==> src/sv/http2_settings_payload_parser_defines.svh <==
// ---------------------------------------------------------------------------
// HTTP/2 SETTINGS payload parser: assertion macros
// Shared concurrent assertion forms, clocked on clk_i and off during reset.
// ---------------------------------------------------------------------------
`ifndef HTTP2_SETTINGS_PAYLOAD_PARSER_DEFINES_SVH
`define HTTP2_SETTINGS_PAYLOAD_PARSER_DEFINES_SVH

// Consequent must hold in the same cycle as the antecedent.
`define HSP_ASSERT_SAME(label, ante, cons, msg) \
  label: assert property (@(posedge clk_i) disable iff (!rst_ni) (ante) |-> (cons)) \
    else $error(msg);

// Consequent must hold in the cycle after the antecedent.
`define HSP_ASSERT_NEXT(label, ante, cons, msg) \
  label: assert property (@(posedge clk_i) disable iff (!rst_ni) (ante) |=> (cons)) \
    else $error(msg);

`endif

==> src/sv/hsp_pkg.sv <==
// ---------------------------------------------------------------------------
// HTTP/2 SETTINGS payload parser package
// Types, codes and constants shared by the parser modules.
// ---------------------------------------------------------------------------
`timescale 1ns / 1ps
`default_nettype none

package hsp_pkg;

  typedef enum logic [1:0] {
    OP_BYTE  = 2'd0,
    OP_END   = 2'd1,
    OP_CLEAR = 2'd2,
    OP_NONE  = 2'd3
  } op_e;

  localparam logic [15:0] ID_HEADER_TABLE = 16'h0001;
  localparam logic [15:0] ID_PUSH         = 16'h0002;
  localparam logic [15:0] ID_STREAMS      = 16'h0003;
  localparam logic [15:0] ID_WINDOW       = 16'h0004;
  localparam logic [15:0] ID_FRAME_SIZE   = 16'h0005;
  localparam logic [15:0] ID_HEADER_LIST  = 16'h0006;

  localparam logic [30:0] DEF_HEADER_TABLE = 31'd4096;
  localparam logic [30:0] DEF_STREAMS      = 31'd100;
  localparam logic [30:0] DEF_WINDOW       = 31'd65535;
  localparam logic [23:0] DEF_FRAME_SIZE   = 24'd16384;

  // Index of the last byte of a six-byte entry.
  localparam logic [2:0] LAST_POS = 3'd5;

  localparam int unsigned IN_DATA_W  = 8;
  localparam int unsigned IN_USER_W  = 2;
  localparam int unsigned OUT_DATA_W = 152;
  localparam int unsigned OUT_USER_W = 1;

  // Decoded command for the item being processed.
  typedef struct packed {
    logic byte_en;
    logic end_en;
    logic clear_en;
  } cmd_t;

  // Entry assembler status toward the settings view.
  typedef struct packed {
    logic        complete;
    logic        partial;
    logic [15:0] id;
    logic [31:0] value;
  } entry_t;

  // Stored settings; a zero size or limit means unset (or unlimited for the header list).
  typedef struct packed {
    logic        push;
    logic [30:0] header_table;
    logic [30:0] streams;
    logic [30:0] window;
    logic [23:0] frame_size;
    logic [30:0] header_list;
  } view_t;

  localparam view_t VIEW_RESET = '{push: 1'b1, default: '0};

  // Effective values handed to the output register.
  typedef struct packed {
    logic        status;
    logic        push_enabled;
    logic [30:0] header_table_bytes;
    logic [30:0] concurrent_stream_limit;
    logic [30:0] initial_window_bytes;
    logic [23:0] frame_size_limit;
    logic [30:0] header_list_limit;
  } result_t;

endpackage

`default_nettype wire

==> src/sv/hsp_entry_asm.sv <==
// ---------------------------------------------------------------------------
// HTTP/2 SETTINGS entry assembler
// Counts payload bytes modulo six and gathers the id and value of an entry.
// ---------------------------------------------------------------------------
`timescale 1ns / 1ps
`default_nettype none

module hsp_entry_asm (
  input  wire logic          clk_i,
  input  wire logic          rst_ni,
  input  wire hsp_pkg::cmd_t cmd_i,
  input  wire logic [7:0]    data_byte_i,
  output hsp_pkg::entry_t    entry_o
);

  logic [2:0]  pos_q, pos_d;
  logic [39:0] bytes_q, bytes_d;

  always_comb begin
    pos_d             = pos_q;
    bytes_d           = bytes_q;
    entry_o.complete  = 1'b0;
    entry_o.partial   = (pos_q != 3'd0);
    entry_o.id        = bytes_q[39:24];
    entry_o.value     = {bytes_q[23:0], data_byte_i};
    if (cmd_i.clear_en || cmd_i.end_en) begin
      pos_d   = '0;
      bytes_d = '0;
    end else if (cmd_i.byte_en) begin
      if (pos_q >= hsp_pkg::LAST_POS) begin
        // The sixth byte closes the entry; the value uses it directly.
        entry_o.complete = 1'b1;
        pos_d            = '0;
        bytes_d          = '0;
      end else begin
        pos_d   = pos_q + 3'd1;
        bytes_d = {bytes_q[31:0], data_byte_i};
      end
    end
  end

  always_ff @(posedge clk_i or negedge rst_ni) begin
    if (!rst_ni) begin
      pos_q   <= '0;
      bytes_q <= '0;
    end else begin
      pos_q   <= pos_d;
      bytes_q <= bytes_d;
    end
  end

endmodule

`default_nettype wire

==> src/sv/hsp_view.sv <==
// ---------------------------------------------------------------------------
// HTTP/2 SETTINGS peer view
// Holds the shadow and committed settings and forms the effective result.
// ---------------------------------------------------------------------------
`timescale 1ns / 1ps
`default_nettype none

module hsp_view (
  input  wire logic            clk_i,
  input  wire logic            rst_ni,
  input  wire hsp_pkg::cmd_t   cmd_i,
  input  wire hsp_pkg::entry_t entry_i,
  output hsp_pkg::result_t     result_o
);

  hsp_pkg::view_t shadow_q, shadow_d;
  hsp_pkg::view_t committed_q, committed_d;
  hsp_pkg::view_t eff;
  logic           nonneg;
  logic           positive;
  logic           frame_ok;

  assign nonneg   = !entry_i.value[31];
  assign positive = nonneg && (entry_i.value != 32'd0);
  assign frame_ok = (entry_i.value[31:24] == 8'd0) &&
                    (entry_i.value[23:0] >= hsp_pkg::DEF_FRAME_SIZE);

  always_comb begin
    shadow_d    = shadow_q;
    committed_d = committed_q;
    if (cmd_i.clear_en) begin
      shadow_d    = hsp_pkg::VIEW_RESET;
      committed_d = hsp_pkg::VIEW_RESET;
    end else if (cmd_i.end_en) begin
      // A torn entry discards the shadow changes; otherwise they take effect.
      if (entry_i.partial) begin
        shadow_d = committed_q;
      end else begin
        committed_d = shadow_q;
      end
    end else if (entry_i.complete) begin
      unique case (entry_i.id)
        hsp_pkg::ID_HEADER_TABLE: begin
          if (positive) shadow_d.header_table = entry_i.value[30:0];
        end
        hsp_pkg::ID_PUSH: begin
          shadow_d.push = (entry_i.value != 32'd0);
        end
        hsp_pkg::ID_STREAMS: begin
          if (positive) shadow_d.streams = entry_i.value[30:0];
        end
        hsp_pkg::ID_WINDOW: begin
          if (nonneg) shadow_d.window = entry_i.value[30:0];
        end
        hsp_pkg::ID_FRAME_SIZE: begin
          if (frame_ok) shadow_d.frame_size = entry_i.value[23:0];
        end
        hsp_pkg::ID_HEADER_LIST: begin
          if (nonneg) shadow_d.header_list = entry_i.value[30:0];
        end
        default: begin
          // Unknown ids are ignored.
        end
      endcase
    end
  end

  // The view that will be committed after an end of payload.
  assign eff = entry_i.partial ? committed_q : shadow_q;

  always_comb begin
    result_o.status                  = entry_i.partial;
    result_o.push_enabled            = eff.push;
    result_o.header_table_bytes      = (eff.header_table == '0) ?
                                       hsp_pkg::DEF_HEADER_TABLE : eff.header_table;
    result_o.concurrent_stream_limit = (eff.streams == '0) ?
                                       hsp_pkg::DEF_STREAMS : eff.streams;
    result_o.initial_window_bytes    = (eff.window == '0) ?
                                       hsp_pkg::DEF_WINDOW : eff.window;
    result_o.frame_size_limit        = (eff.frame_size == '0) ?
                                       hsp_pkg::DEF_FRAME_SIZE : eff.frame_size;
    result_o.header_list_limit       = eff.header_list;
  end

  always_ff @(posedge clk_i or negedge rst_ni) begin
    if (!rst_ni) begin
      shadow_q    <= hsp_pkg::VIEW_RESET;
      committed_q <= hsp_pkg::VIEW_RESET;
    end else begin
      shadow_q    <= shadow_d;
      committed_q <= committed_d;
    end
  end

endmodule

`default_nettype wire

==> src/sv/http2_settings_payload_parser.sv <==
// ---------------------------------------------------------------------------
// HTTP/2 SETTINGS payload parser
// Parses a SETTINGS payload byte stream into the effective peer settings.
// ---------------------------------------------------------------------------
// Usage:
// Items enter on the s_axis channel. The tuser field is the operation: a
// payload byte (carried in tdata), end of payload, or a clear of the peer
// view. Every six payload bytes form one entry, which updates a shadow view
// when its value is legal for its id. Only end of payload produces an item on
// the m_axis channel: tuser is the status (1 when the byte count was not a
// multiple of six, in which case the committed view is kept) and tdata carries
// the effective settings with protocol defaults filled in.
// Timing: an accepted item is registered, then processed; an end of payload
// loads its result into the output register, which drives m_axis_tvalid_o.
// One item per cycle is sustained unless an end of payload waits; the rate is
// set by the single input register feeding the entry assembler and view
// update. Reset clears the byte count, the partial entry and both views to
// the protocol defaults. When the receiver holds m_axis_tready_i low, payload
// bytes and clears keep flowing; an end of payload waits in the input register
// until the pending result is taken, and s_axis_tready_o drops meanwhile.
// ---------------------------------------------------------------------------
`timescale 1ns / 1ps
`default_nettype none
`include "http2_settings_payload_parser_defines.svh"

module http2_settings_payload_parser (
  input  wire logic                              clk_i,
  input  wire logic                              rst_ni,
  input  wire logic                              s_axis_tvalid_i,
  output      logic                              s_axis_tready_o,
  // [7:0] data_byte
  input  wire logic [hsp_pkg::IN_DATA_W-1:0]     s_axis_tdata_i,
  // [1:0] op
  input  wire logic [hsp_pkg::IN_USER_W-1:0]     s_axis_tuser_i,
  output      logic                              m_axis_tvalid_o,
  input  wire logic                              m_axis_tready_i,
  // [0] push_enabled, [31:1] header_table_bytes, [62:32] concurrent_stream_limit,
  // [93:63] initial_window_bytes, [117:94] frame_size_limit,
  // [148:118] header_list_limit, [151:149] zero
  output      logic [hsp_pkg::OUT_DATA_W-1:0]    m_axis_tdata_o,
  // [0] status
  output      logic [hsp_pkg::OUT_USER_W-1:0]    m_axis_tuser_o
);

  // Input register.
  logic            in_valid_q, in_valid_d;
  hsp_pkg::op_e    op_q;
  logic [7:0]      byte_q;
  logic            in_take;
  logic            proc;

  // Output register.
  logic             out_valid_q, out_valid_d;
  hsp_pkg::result_t res_q;
  hsp_pkg::result_t res;

  hsp_pkg::cmd_t   cmd;
  hsp_pkg::entry_t entry;

  // Only an end of payload needs the result register free.
  assign proc = in_valid_q &&
                ((op_q != hsp_pkg::OP_END) || !out_valid_q || m_axis_tready_i);
  assign s_axis_tready_o = !in_valid_q || proc;
  assign in_take         = s_axis_tvalid_i && s_axis_tready_o;
  assign in_valid_d      = in_take ? 1'b1 : (proc ? 1'b0 : in_valid_q);

  always_comb begin
    cmd = '0;
    if (proc) begin
      unique case (op_q)
        hsp_pkg::OP_BYTE:  cmd.byte_en  = 1'b1;
        hsp_pkg::OP_END:   cmd.end_en   = 1'b1;
        hsp_pkg::OP_CLEAR: cmd.clear_en = 1'b1;
        hsp_pkg::OP_NONE:  cmd          = '0;
        default:           cmd          = '0;
      endcase
    end
  end

  hsp_entry_asm u_entry (
    .clk_i       (clk_i),
    .rst_ni      (rst_ni),
    .cmd_i       (cmd),
    .data_byte_i (byte_q),
    .entry_o     (entry)
  );

  hsp_view u_view (
    .clk_i    (clk_i),
    .rst_ni   (rst_ni),
    .cmd_i    (cmd),
    .entry_i  (entry),
    .result_o (res)
  );

  assign out_valid_d = cmd.end_en ? 1'b1 : (m_axis_tready_i ? 1'b0 : out_valid_q);

  always_ff @(posedge clk_i or negedge rst_ni) begin
    if (!rst_ni) begin
      in_valid_q  <= 1'b0;
      out_valid_q <= 1'b0;
    end else begin
      in_valid_q  <= in_valid_d;
      out_valid_q <= out_valid_d;
    end
  end

  always_ff @(posedge clk_i) begin
    if (in_take) begin
      op_q   <= hsp_pkg::op_e'(s_axis_tuser_i);
      byte_q <= s_axis_tdata_i;
    end
    if (cmd.end_en) begin
      res_q <= res;
    end
  end

  assign m_axis_tvalid_o = out_valid_q;
  assign m_axis_tuser_o  = res_q.status;
  assign m_axis_tdata_o  = {3'b000,
                            res_q.header_list_limit,
                            res_q.frame_size_limit,
                            res_q.initial_window_bytes,
                            res_q.concurrent_stream_limit,
                            res_q.header_table_bytes,
                            res_q.push_enabled};

  // Assertions.
  `HSP_ASSERT_NEXT(a_end_gives_result, cmd.end_en, m_axis_tvalid_o,
                   "end of payload lost its result")
  `HSP_ASSERT_SAME(a_stall_only_when_full, !s_axis_tready_o,
                   in_valid_q && (op_q == hsp_pkg::OP_END) && out_valid_q,
                   "input stalled without a pending result")
  `HSP_ASSERT_NEXT(a_clear_drops_entry, cmd.clear_en || cmd.end_en, !entry.partial,
                   "partial entry survived clear or end")
  `HSP_ASSERT_SAME(a_frame_floor, m_axis_tvalid_o,
                   res_q.frame_size_limit >= hsp_pkg::DEF_FRAME_SIZE,
                   "frame size below protocol minimum")

endmodule

`default_nettype wire
==> config.mk <==
export PLATFORM = sky130hd
export DESIGN_NAME = http2_settings_payload_parser
export DESIGN_NICKNAME = d
export VERILOG_FILES = /design/src/sv/hsp_pkg.sv /design/src/sv/hsp_entry_asm.sv /design/src/sv/hsp_view.sv /design/src/sv/http2_settings_payload_parser.sv
export VERILOG_INCLUDE_DIRS = /design/src /design/src/sv
export SDC_FILE = /design/constraint.sdc
export NUM_CORES = 1
export LEC_CHECK = 0
export ABC_AREA = 1
export BUFFER_PORTS_ARGS = -buffer_cell sky130_fd_sc_hd__clkbuf_2
export CORE_MARGIN = 2
export CORE_UTILIZATION = 54
export CTS_CLUSTER_SIZE = 10
export DETAILED_ROUTE_END_ITERATION = 6
export PLACE_DENSITY = 0.85
export SLEW_MARGIN = 20
export SYNTH_ARGS = -nofsm -noshare
export SYNTH_HDL_FRONTEND = slang
export SYNTH_HIERARCHICAL = 1
export SYNTH_SLANG_ARGS = --single-unit
export TNS_END_PERCENT = 1
==> constraint.sdc <==
create_clock -name clk_i -period 9 [get_ports clk_i]
set_input_delay 1.8 -clock clk_i [delete_from_list [all_inputs] [get_ports clk_i]]
set_output_delay 1.8 -clock clk_i [all_outputs]
set_load 0.1 [all_outputs]
# == Yosys cells after proc, flatten, opt, wreduce, memory -nomap -nowiden ==
# Index checks and enable logic that the tools add are counted.
# classes
n_addsub,1
mul,0
div,0
order_cmp,2
eq_ne,10
n_shift,0
muxes,32
bitwise_logic,0
n_reduce_logical,38
# ops
op,count
149-bit 2-to-1 mux,6
31-bit 2-to-1 mux,6
40-bit 2-to-1 mux,3
31-bit logical NOT,3
"16-bit by 3-bit == test with 1-bit output, second input constant",3
24-bit 2-to-1 mux,2
"16-bit by 2-bit == test with 1-bit output, second input constant",2
32-bit nonzero test,1
3-bit nonzero test,10
"24-bit by 15-bit >= comparator with 1-bit output, second input constant",1
24-bit logical NOT,1
"16-bit by 1-bit == test with 1-bit output, second input constant",1
3-bit AND reduction,5
3-bit 2-to-1 mux,4
1-bit 2-to-1 mux,11
8-bit logical NOT,1
2-bit nonzero test,4
1-bit logical AND,4
1-bit logical OR,4
"3-bit by 1-bit adder with 3-bit output, second input constant",1
"3-bit >= comparator, second input constant",1
1-bit logical NOT,3
"3-bit by 2-bit != test with 1-bit output, second input constant",1
"2-bit by 1-bit == test with 1-bit output, second input constant",1
other kinds (4),4
# totals
regBits,503
latch_bits,0
ram_bits,0
romBits,0
out_inout_bits,155
elab_cells,108
mem_count,0

# == Longest topological paths before layout ==
# depth
word_depth,10
depth_mapped,16
ltp_nobuf,13

# == Modules after synthesis ==
# The synthesis kept the hierarchy.
# modules_own_cells
mod,instances,cells_per_inst,area_per_inst_um2,seq_area_each_um2
hsp_view,1,2087,14950.6,7459.7
http2_settings_payload_parser,1,184,4971.0,4854.7
hsp_entry_asm,1,214,1873.0,1076.0

# == Least setup slack after synthesis ==
# No wires, ideal clock.
# synth_path
path_kind,in2reg
startpoint,input port m_axis_tready_i
endpoint,register u_view/shadow_q[0] in the netlist's numbering
setup_time_ps,117
arrival_time_ps,9558
path_slack_ps,-675
stages,9
path_buffers,2
path_cell_list,nor2_4 -> nor2_1 -> nor2_4 -> buf_2 -> o21ai_1 -> nand2_1 -> clkbuf_1 -> nand2_1 -> nand2_1
# synth_lines
element,line,rtl
"start, declared",http2_settings_payload_parser.sv:36,"input wire logic m_axis_tready_i,"
"end signal, assigned",hsp_view.sv:87,shadow_q <= hsp_pkg::VIEW_RESET;
"end signal, assigned",hsp_view.sv:90,shadow_q <= shadow_d;
"end, declared",hsp_view.sv:16,"hsp_pkg::view_t shadow_q, shadow_d;"

==> summary.txt <==
Outcome
  • Status: completed

STA
  • Slew Viols, Final: 0
  • Fmax: 192.3 MHz
  • Tcrit/Tclk final: 57.77%
  • RSZ-0062 raised after global routing: false
  • Setup-failing EPs final: 0
  • Skew final: 0.02281 ns
  • Measured slew at the worst slew-check pin: 1.092 ns
  • Setup TNS: 0 ns
  • Worst hold slack: 0.4674 ns
  • Hold Fails Final Rpt: 0
  • Relative slew margins: 27.20%
  • Final Critical Period: 5.199 ns

CTS
  • CTS Hold Bufs: 0
  • Clk Latency, worst-skew pair: 0.60 ns
  • Htree depth: 2
  • Post-CTS Resized: 0
  • Max Root-Sink Buffers: 3
  • CTS tree: built
  • Postcts setup bufs: 0
  • Worst-path clk slew: 0.05 ns
  • Root Driver: clkbuf_16
  • CTS Buf Count: 56
  • Total clock sinks: 503

Yosys
  • Share of the synthesized area in the top cell type: 39.15%
  • Synth area leader: dfrtp_1
  • Fraction of registers with async set/reset: 68.19%
  • Cell Area, Synth: 21790 um^2
  • Syn avg cell area: 8.770 um^2
  • Register area share after synthesis: 61.44%
  • Count leader, synth: nand2_1
  • Yosys cell types: 28
  • Synth top area cells: dfrtp_1 (39%), edfxtp_1 (22%), nand2_1 (18%)
  • Synth top cells by count: nand2_1 (1060), dfrtp_1 (341), inv_1 (197)
  • Main synth FF type: dfrtp_1
  • Post-Syn Instances: 2485
  • Yosys warning total: 6
  • Post-synth EDFFs: 160
  • Yosys reg bits: 503

Die
  • Std cell rows: 73
  • DIE WIDTH: 204.9 um
  • Core area: 39820 um^2
  • Die area: 41980 um^2
  • Die H: 204.9 um
  • IO Pins: 169
  • Initial core utilization: 54.73%

Pwr
  • Max IR drop VDD: 0.1631 mV
  • Power per cell area: 246.2 nW/um^2
  • Total Power: 0.006003 W
  • Leak pwr: 12.60 nW

Route
  • Post-Route WL: 58.60 mm
  • DRT antenna net count: 0
  • 1st-iter DRT viols: 2515
  • DR pass1 iterations: 6
  • DRC viols: 0
  • Via density: 5.722
  • Routed WL per cell: 18.64 um
  • Vias: 17990

Worst setup path
  • Required time of the critical path: 9.52 ns
  • Setup slack, reg-to-reg: 4.55 ns
  • Crit Path Class: primary input to flop
  • Worst reg2reg path endpoint: u_view/shadow_q[43]
  • Worst r2r src: op_q[1]
  • CP startpoint kind: primary input
  • CP Max Fanout: 153
  • R2r worst-path depth: 10
  • Crit path DAT: 5.72 ns
  • Crit. End Element: flop

Run
  • Max-Cap Viols: 0

Finish
  • Final instance area: 24380 um^2
  • Synthesis-to-layout area growth: 11.88%
  • Layout cells sized above 1: 10.73%
  • ANT cells: 0
  • Nets: 2601

Global route
  • GR Overflow Total: 0
  • First-pass GRT wire length: 91.99 mm
  • Vias in the first global route: 17300
  • Total GRT Usage: 28.23%
  • Largest net degree at the start of global routing: 154
  • Initial antenna violation count: 0

Min path
  • Hold path depth: 2
  • Hold Startpoint: u_view/shadow_q[88]
  • Hold Crit Endpoint: u_view/shadow_q[88]
  • Worst min path class: flop to flop

Place
  • HPWL after DPL: 35.12 mm
  • Placement Cell Area: 22780 um^2
  • GP Congestion: 0.8663
  • Count of input and output buffers: 165
## registers in the layout (all words and copies together) (netlist names), 2 cells and up
name and count:
u_view/committed_q 149, byte_q 8, u_entry/pos_q 3, op_q 2
u_entry/bytes_q 40, u_view/shadow_q 149, m_axis_tdata_o 149
## layout make-up
class                      instances  area [um^2]
inverter                         202        762.0
clock inverter                     1        5.005
multi-input combinational       1638         7009
clock buffer                      92         1558
timing repair buffer             183         1003
tap                              525        656.9
sequential                       503        13390
fill                            3192        15440
## metrics by stage
step | instances | utilization, % | setup WS, ns
after floorplan | 2487 | - | 1.874
after global placement | 3050 | 57.19 | 3.333
after detailed placement | 3050 | 57.21 | 3.158
after CTS | 3143 | 61.13 | 3.716
after global routing | 3144 | 61.23 | 3.557
final | 3144 | 61.23 | 3.801
## layout by cell type (no fill, tap or decap), drive strengths merged
master	count
nand2	1063
inv	201
nand4	92
ha	3
nor2	98
clkbuf	256
buf	19
nor3	7
edfxtp	160
clkinv	2
nand3b	1
a21boi	3
dfstp	2
and2	1
or2	11
nand3	118
a21oi	1
conb	3
dfrtp	341
o21ai	237
## worst max-delay path by stage
stage / slack [ns] / endpoint / start / depth (start not counted)
after detailed placement: 3.16 / u_view/shadow_q[123] / m_axis_tready_i / 14
after CTS: 3.72 / u_view/shadow_q[123] / m_axis_tready_i / 14
after global routing: 3.56 / u_view/shadow_q[31] / m_axis_tready_i / 10
final: 3.80 / u_view/shadow_q[43] / m_axis_tready_i / 10
after global placement: 3.33 / u_view/shadow_q[143] / m_axis_tready_i / 14
after floorplan: 1.87 / u_view/shadow_q[0] / m_axis_tready_i / 9
## power breakdown
part | leakage (nW) | total, W | internal [W] | switching, W
registers | 6.17 | 0.00275 | 0.00264 | 0.000106
clock network | 0.748 | 0.00202 | 0.00116 | 0.000856
logic | 5.68 | 0.00124 | 0.000262 | 0.000978
## cells by family after synthesis
logic type / share of synthesized area (%)
simple gates: 26.09
flops: 61.44
buf+inv: 6.711
compound gates: 5.569
fa+ha+maj: 0.1722
other cells: 0.01721
## worst max-delay path, cell delays in order
cell and delay (ns):
clkbuf_2 0.11, nor2_4 0.15, nor2_4 0.06, buf_12 0.31, nor2_4 0.73, buf_4 0.60
nand2_1 0.68, nand3_1 0.95, nand2_1 0.17, nand2_1 0.11
## routing by layer
layer / vias up / track usage (%) / routed length (um)
met3: 192 / 5.504 / 5983
met2: 1076 / 44.31 / 27120
met5: - / 0 / 0
li1: 8139 / - / -
met1: 8583 / 37.10 / 22110
met4: 0 / 15.75 / 3390
(Power assumes the default switching activity.)
